===== config.mk =====
export PLATFORM = sky130hd
export DESIGN_NAME = rc_oscillator_trim_calibrator_top
export DESIGN_NICKNAME = d
export VERILOG_FILES = /design/src/design/rotc_pkg.sv /design/src/design/rc_oscillator_trim_calibrator_top.sv
export SDC_FILE = /design/constraint.sdc
export NUM_CORES = 1
export LEC_CHECK = 0
export ABC_AREA = 1
export BUFFER_PORTS_ARGS = -buffer_cell sky130_fd_sc_hd__buf_2
export CAP_MARGIN = 20
export CORE_MARGIN = 2
export CORE_UTILIZATION = 50
export DETAILED_ROUTE_END_ITERATION = 10
export GPL_TIMING_DRIVEN = 0
export PLACE_DENSITY = 0.74
export SLEW_MARGIN = 25
export SYNTH_ARGS = -nofsm -noshare
export SYNTH_HDL_FRONTEND = slang
export SYNTH_SLANG_ARGS = --single-unit

===== constraint.sdc =====
create_clock -name aclk -period 6.68 [get_ports aclk]
set_input_delay 0.668 -clock aclk [delete_from_list [all_inputs] [get_ports aclk]]
set_output_delay 0.668 -clock aclk [all_outputs]
set_load 0.01 [all_outputs]

===== src/design/rotc_pkg.sv =====
`default_nettype none
package rotc_pkg;

    // Capture counter and trim code widths
    localparam int COUNTER_BITS = 16;
    localparam int TRIM_BITS    = 5;

    // Configuration register widths
    localparam int NOM_W = 28;
    localparam int TGT_W = 20;
    localparam int TOL_W = 16;
    localparam int CFG_W = NOM_W;

    // Stream payload widths (packed fields, padded to whole bytes)
    localparam int IN_TDATA_W   = ((COUNTER_BITS + 7) / 8) * 8;
    localparam int OUT_FIELDS_W = 1 + NOM_W + TRIM_BITS + 1;
    localparam int OUT_TDATA_W  = ((OUT_FIELDS_W + 7) / 8) * 8;

    // Divider step counter
    localparam int DIV_CNT_W = $clog2(NOM_W);

    // Reset values
    localparam logic [NOM_W-1:0]     NOM_RESET  = NOM_W'(16000000);
    localparam logic [TGT_W-1:0]     TGT_RESET  = TGT_W'(32768);
    localparam logic [TOL_W-1:0]     TOL_RESET  = TOL_W'(20);
    localparam logic [TRIM_BITS-1:0] TRIM_RESET = TRIM_BITS'(6);

    // Register indexes
    typedef enum logic [1:0] {
        REG_NOMINAL_CLOCK = 2'd0,
        REG_TARGET        = 2'd1,
        REG_TOLERANCE     = 2'd2,
        REG_TRIM_START    = 2'd3
    } cfg_index_t;

endpackage
`default_nettype wire


===== src/design/rc_oscillator_trim_calibrator_top.sv =====
`default_nettype none
// RC oscillator trim calibrator.
// Slave stream (s_*): one transfer per timer capture taken at a reference rising
// edge. Captures pair up: the first is held, the second closes a period
// (modulo 2^COUNTER_BITS) and the block divides the nominal clock by it to get
// the measured reference frequency, then, unless already locked, steps the
// trim code toward target and tests for lock.
// Master stream (m_*): exactly one result transfer per accepted capture.
// A first capture or a zero period goes straight to the emit state and
// loads the output register once it is free. A full measurement runs the
// restoring divider, which retires one quotient bit per cycle, then compare,
// lock test and output load (an already locked block or an exact match skips
// the lock test). One capture is in flight at a time: the block takes no new
// capture until the current result has loaded the output register.
// Stall: a finished result holds in the output register until m_tready; the
// block accepts the next capture meanwhile and parks that result until the
// register frees up.
// Reset (aresetn low, synchronous): config registers return to their defaults,
// trim loads the default start code, lock and the held first edge clear.
// Config: write only while idle; a trim_start write restarts calibration.
module rc_oscillator_trim_calibrator_top
    import rotc_pkg::*;
(
    input  wire logic                   aclk,
    input  wire logic                   aresetn,
    // Configuration write port
    input  wire logic                   cfg_wr_en,
    input  wire logic [1:0]             cfg_index,
    input  wire logic [CFG_W-1:0]       cfg_wdata,
    // Capture input: tdata = captured_count
    input  wire logic                   s_tvalid,
    output logic                        s_tready,
    input  wire logic [IN_TDATA_W-1:0]  s_tdata,
    // Result output: tdata = measurement_done, measured_freq, trim_value,
    // calibration_locked, zero pad (lowest bit first)
    output logic                        m_tvalid,
    input  wire logic                   m_tready,
    output logic [OUT_TDATA_W-1:0]      m_tdata
);

    typedef enum logic [2:0] {
        ST_IDLE,
        ST_DIV,
        ST_CMP,
        ST_LOCK,
        ST_EMIT
    } state_t;

    state_t                  state_reg;

    // Configuration registers
    logic [NOM_W-1:0]        nominal_reg;
    logic [TGT_W-1:0]        target_reg;
    logic [TOL_W-1:0]        tolerance_reg;

    // Calibration state
    logic [COUNTER_BITS-1:0] first_edge_reg;
    logic                    have_first_reg;
    logic [TRIM_BITS-1:0]    trim_reg;
    logic                    locked_reg;

    // Divider: dividend shifts out the top while quotient bits shift in below
    logic [NOM_W-1:0]        dq_reg;
    logic [COUNTER_BITS-1:0] divisor_reg;
    logic [COUNTER_BITS-1:0] rem_reg;
    logic [DIV_CNT_W-1:0]    div_cnt_reg;
    logic                    done_reg;
    logic [NOM_W-1:0]        diff_reg;

    // Output register
    logic                    m_valid_reg;
    logic [OUT_TDATA_W-1:0]  m_data_reg;

    logic [COUNTER_BITS-1:0] cap;
    logic [COUNTER_BITS-1:0] period;
    logic [COUNTER_BITS:0]   rem_shift;
    logic [COUNTER_BITS:0]   rem_sub;
    logic                    qbit;
    logic [NOM_W-1:0]        target_ext;
    logic                    out_free;

    assign cap        = s_tdata[COUNTER_BITS-1:0];
    assign period     = cap - first_edge_reg;
    assign rem_shift  = {rem_reg, dq_reg[NOM_W-1]};
    assign rem_sub    = rem_shift - {1'b0, divisor_reg};
    assign qbit       = ~rem_sub[COUNTER_BITS];
    assign target_ext = {{(NOM_W-TGT_W){1'b0}}, target_reg};
    assign out_free   = ~m_valid_reg | m_tready;

    assign s_tready = (state_reg == ST_IDLE);
    assign m_tvalid = m_valid_reg;
    assign m_tdata  = m_data_reg;

    always_ff @(posedge aclk) begin
        if (!aresetn) begin
            state_reg      <= ST_IDLE;
            nominal_reg    <= NOM_RESET;
            target_reg     <= TGT_RESET;
            tolerance_reg  <= TOL_RESET;
            first_edge_reg <= '0;
            have_first_reg <= 1'b0;
            trim_reg       <= TRIM_RESET;
            locked_reg     <= 1'b0;
            m_valid_reg    <= 1'b0;
            div_cnt_reg    <= '0;
        end else begin
            // Drop the result once the receiver takes it, unless a new one loads
            if (m_valid_reg && m_tready && (state_reg != ST_EMIT)) begin
                m_valid_reg <= 1'b0;
            end

            if (cfg_wr_en) begin
                unique case (cfg_index_t'(cfg_index))
                    REG_NOMINAL_CLOCK: nominal_reg   <= cfg_wdata[NOM_W-1:0];
                    REG_TARGET:        target_reg    <= cfg_wdata[TGT_W-1:0];
                    REG_TOLERANCE:     tolerance_reg <= cfg_wdata[TOL_W-1:0];
                    REG_TRIM_START: begin
                        // Restart calibration from the new start code
                        trim_reg       <= cfg_wdata[TRIM_BITS-1:0];
                        locked_reg     <= 1'b0;
                        have_first_reg <= 1'b0;
                    end
                    default: ;
                endcase
            end

            unique case (state_reg)
                ST_IDLE: begin
                    if (s_tvalid) begin
                        if (!have_first_reg) begin
                            // Hold the opening edge of the pair
                            first_edge_reg <= cap;
                            have_first_reg <= 1'b1;
                            done_reg       <= 1'b0;
                            dq_reg         <= '0;
                            state_reg      <= ST_EMIT;
                        end else begin
                            have_first_reg <= 1'b0;
                            if (period == '0) begin
                                done_reg  <= 1'b0;
                                dq_reg    <= '0;
                                state_reg <= ST_EMIT;
                            end else begin
                                divisor_reg <= period;
                                dq_reg      <= nominal_reg;
                                rem_reg     <= '0;
                                div_cnt_reg <= '0;
                                state_reg   <= ST_DIV;
                            end
                        end
                    end
                end
                ST_DIV: begin
                    // One quotient bit per cycle
                    rem_reg     <= qbit ? rem_sub[COUNTER_BITS-1:0]
                                        : rem_shift[COUNTER_BITS-1:0];
                    dq_reg      <= {dq_reg[NOM_W-2:0], qbit};
                    div_cnt_reg <= div_cnt_reg + 1'b1;
                    if (div_cnt_reg == DIV_CNT_W'(NOM_W - 1)) begin
                        state_reg <= ST_CMP;
                    end
                end
                ST_CMP: begin
                    done_reg <= 1'b1;
                    if (locked_reg) begin
                        state_reg <= ST_EMIT;
                    end else if (dq_reg == target_ext) begin
                        locked_reg <= 1'b1;
                        state_reg  <= ST_EMIT;
                    end else if (dq_reg > target_ext) begin
                        if (trim_reg != '1) begin
                            trim_reg <= trim_reg + 1'b1;
                        end
                        diff_reg  <= dq_reg - target_ext;
                        state_reg <= ST_LOCK;
                    end else begin
                        if (trim_reg != '0) begin
                            trim_reg <= trim_reg - 1'b1;
                        end
                        diff_reg  <= target_ext - dq_reg;
                        state_reg <= ST_LOCK;
                    end
                end
                ST_LOCK: begin
                    if (diff_reg < {{(NOM_W-TOL_W){1'b0}}, tolerance_reg}) begin
                        locked_reg <= 1'b1;
                    end
                    state_reg <= ST_EMIT;
                end
                ST_EMIT: begin
                    // Park here until the output register frees up
                    if (out_free) begin
                        m_valid_reg <= 1'b1;
                        m_data_reg  <= OUT_TDATA_W'({locked_reg, trim_reg,
                                                     dq_reg, done_reg});
                        state_reg   <= ST_IDLE;
                    end
                end
                default: state_reg <= ST_IDLE;
            endcase
        end
    end

endmodule
`default_nettype wire

==> flow_metrics.py <==
metrics = {
    "power": {
        "total_leakage_power_nw": 6.63,
        "ir_worst_vdd_mv": 0.264,
        "p_per_area_nw_per_um2": 337,
    },
    "die": {
        "die_area_um2": 27500,
        "chipHeight_um": 166,
        "initial_core_util_pct": 50.6,
        "die_width_um": 166,
        "io-pin-count": 93,
        "core_um2": 25900,
        "row_count": 59,
    },
    "sta": {
        "finalCritPeriodShare_pct": 49.9,
        "finalSetupViolCount": 0,
        "timing.setup.tns_ps": 0,
        "skew_ps": 12.6,
        "whs_ps": 350,
        "grt_setup_unrepaired": "no",
        "relSlewSlack_pct": 38.9,
        "worstMarginPinSlew_ps": 916,
        "worst_slack_ps": 3350,
        "post-route-min-period_ps": 3330,
        "fmax_mhz": 300,
        "hold_violations": 0,
        "drv_slew": 0,
    },
    "worst_setup_path": {
        "r2r_setup_slack_ps": 3350,
        "cp.depth": 13,
        "crit_start": "first_edge_reg[0]$_SDFFE_PN0P_",
        "worstPathMaxFanout": 16,
        "critPathLaunchType": "flop",
        "cp.required_ps": 6830,
        "max_stage_delay_ps": 770,
        "crit-reg2reg-capture": "rem_reg[8]$_SDFFCE_PN0P_",
        "worstRegToRegCells": 13,
        "end_kind": "flop",
        "path_delay_family": "simple AND/OR/NAND/NOR gates",
        "cp_num_buf_inv": 1,
        "crit_slowest_cell": "nor2_2",
        "cp_cell_sequence": "ha_1 > fa_1 > inv_1 > nand3_1 > nand2_1 > nand2_1 > nand3b_1 > nand2_1 > nand3_1 > nor2_1 > nand4_1 > nand3_1 > nor2_2",
        "arrival_ps": 3480,
        "r2r_start": "first_edge_reg[0]$_SDFFE_PN0P_",
        "path_class": "reg -> reg",
    },
    "synthesis": {
        "synth_top_cells_by_count": "nand2_1 (288), inv_1 (255), o21ai_0 (186), a21oi_1 (162), nor2_1 (140)",
        "synth_flop_cell": "edfxtp_1",
        "async_reset_ff_share_pct": 0,
        "synth_cells": 1658,
        "syn_area_um2": 13100,
        "synth.distinct_cells": 50,
        "synth_top_cell_area_share_pct": 28.4,
        "synth_seq_cells": 220,
        "ys_seq_area_share_pct": 43.0,
        "synth_area_leaders": "edfxtp_1 (28%), dfxtp_1 (15%), ha_1 (8.6%), nand2_1 (8.2%), inv_1 (7.3%)",
        "synth.largest_area_cell": "edfxtp_1",
        "synth_edf_count": 124,
        "syn_area_per_cell_um2": 7.91,
        "yosys_warnings": 0,
        "synth.most_common_cell": "nand2_1",
    },
    "grt": {
        "globalRouteTotalUtil_pct": 26.6,
        "grt_max_degree": 17,
        "grt_pass1_vias": 11100,
        "antenna_found_initial": 1,
        "grt_overflow": 0,
        "grt_pass1_wl_um": 58800,
    },
    "final_layout": {
        "syn_to_final_growth_pct": 13.9,
        "fin_util_pct": 57.7,
        "drive_above_1_share_pct": 9.88,
        "diodes": 0,
        "final-instance-count-excl-fill": 2137,
        "largest_reg_flops": 35,
        "nets": 1928,
    },
    "min_path": {
        "hp-class": "in -> reg",
        "min_to": "nominal_reg[21]$_SDFFE_PN1P_",
        "hp-start": "cfg_wdata[21]",
        "whs_path_depth": 3,
    },
    "placement": {
        "numPlacedInstances": 2091,
        "hpwl_um": 29200,
        "place.gp.congestion": 0.984,
        "pre_cts_ws_ps": 2880,
        "port_buffers": 87,
    },
    "drt": {
        "vias": 11700,
        "drt-total-wl_um": 37500,
        "drc_errors": 0,
        "post_drt_wl_per_cell_um": 17.6,
        "via_per_inst": 5.48,
        "ant_nets": 0,
        "drt_iter0_markers": 1054,
        "dr.pass1.iters": 5,
    },
    "clocking": {
        "postCtsSetupRepairBufs": 0,
        "clock_path_buffers": 3,
        "clk_pin_slew_ps": 60,
        "cts_tree": "built",
        "cts_buffers": 25,
        "htree_levels": 1,
        "clkLatencyLatePin_ps": 530,
        "cts_resized": 0,
        "clock-sinks": 220,
        "hold_buffers": 0,
        "cts_root_buffer": "clkbuf_16",
    },
    "run": {
        "drv_cap": 0,
    },
    "run_status": {
        "status": "finished clean",
    },
}
## power by group
part	switching [mW]	internal, mW
Sequential	0.102	1.70
Combinational	1.25	0.585
Clock	0.566	0.823
Total	1.92	3.11
## cells by family (layout without fill, tap and decap cells)
kind of cell	count (synthesis)	count (layout)	synth area share [%]
adder cells (fa/ha/maj)	94	94	9.19
flip-flops	220	220	43.0
buffers and inverters	317	457	9.58
AO/OA/AOI/OAI	405	405	16.5
other	1	5	0.0286
XOR/XNOR	51	51	3.40
AND/OR/NAND/NOR	569	569	18.2
multiplexers	1	1	0.0763
## cell type report
| class | instances | area [um^2] |
|---|---|---|
| well taps | 335 | 419 |
| plain buffers | 52 | 262 |
| clock buffers | 34 | 711 |
| repair buffers | 94 | 528 |
| flip-flops and latches | 220 | 5650 |
| clock inverters | 12 | 120 |
| inverters | 265 | 995 |
| multi-input cells | 1125 | 6260 |
| fillers | 2333 | 11000 |
## metrics by stage
| stage | instance area, um^2 | total power, mW |
|---|---|---|
| 6_report | 14900 | 5.03 |
| 5_1_grt | 14900 | 5.32 |
| 4_1_cts | 14900 | 5.01 |
| 3_5_place_dp | 14100 | 3.62 |
| 3_3_place_gp | 14000 | 3.57 |
| 2_1_floorplan | 13100 | 3.07 |
## tightest hold or removal path: stages
cell,delay [ps]
buf_2,70
nand2_1,40
nand3_1,60
## how the worst max path moves through the flow
stage / to / slack, ps
3_5_place_dp: rem_reg[4]$_SDFFCE_PN0P_ / 2880
5_1_grt: rem_reg[4]$_SDFFCE_PN0P_ / 3130
4_1_cts: rem_reg[2]$_SDFFCE_PN0P_ / 3380
2_1_floorplan: m_tdata[0]$_DFFE_PP_ / 2880
6_report: rem_reg[8]$_SDFFCE_PN0P_ / 3350
3_3_place_gp: m_tdata[13]$_DFFE_PP_ / 910
## placed cells by master, fill, tap and decap left out, types with 26 or more instances in the layout
master | synthesis | final
dfxtp_1 | 96 | 96
buf_2 | 5 | 92
edfxtp_1 | 124 | 124
inv_1 | 255 | 255
nand2_1 | 288 | 288
xor2_1 | 38 | 38
nor2_1 | 140 | 137
clkbuf_16 | 0 | 26
o21ai_0 | 186 | 186
a21oi_1 | 162 | 162
clkbuf_1 | 29 | 34
ha_1 | 90 | 90
nand3_1 | 85 | 85
## per-layer routing
metal	vias up	part of all wire, %	wire, um	global-route usage (%)
met4	0	2.5	920	7.41
met5	-	0	0	0
met1	5451	45	17000	38.6
met2	451	44	16400	41.3
li1	5761	-	-	-
met3	54	8.6	3230	4.31
Note: power is estimated with default switching activity, not from simulation.
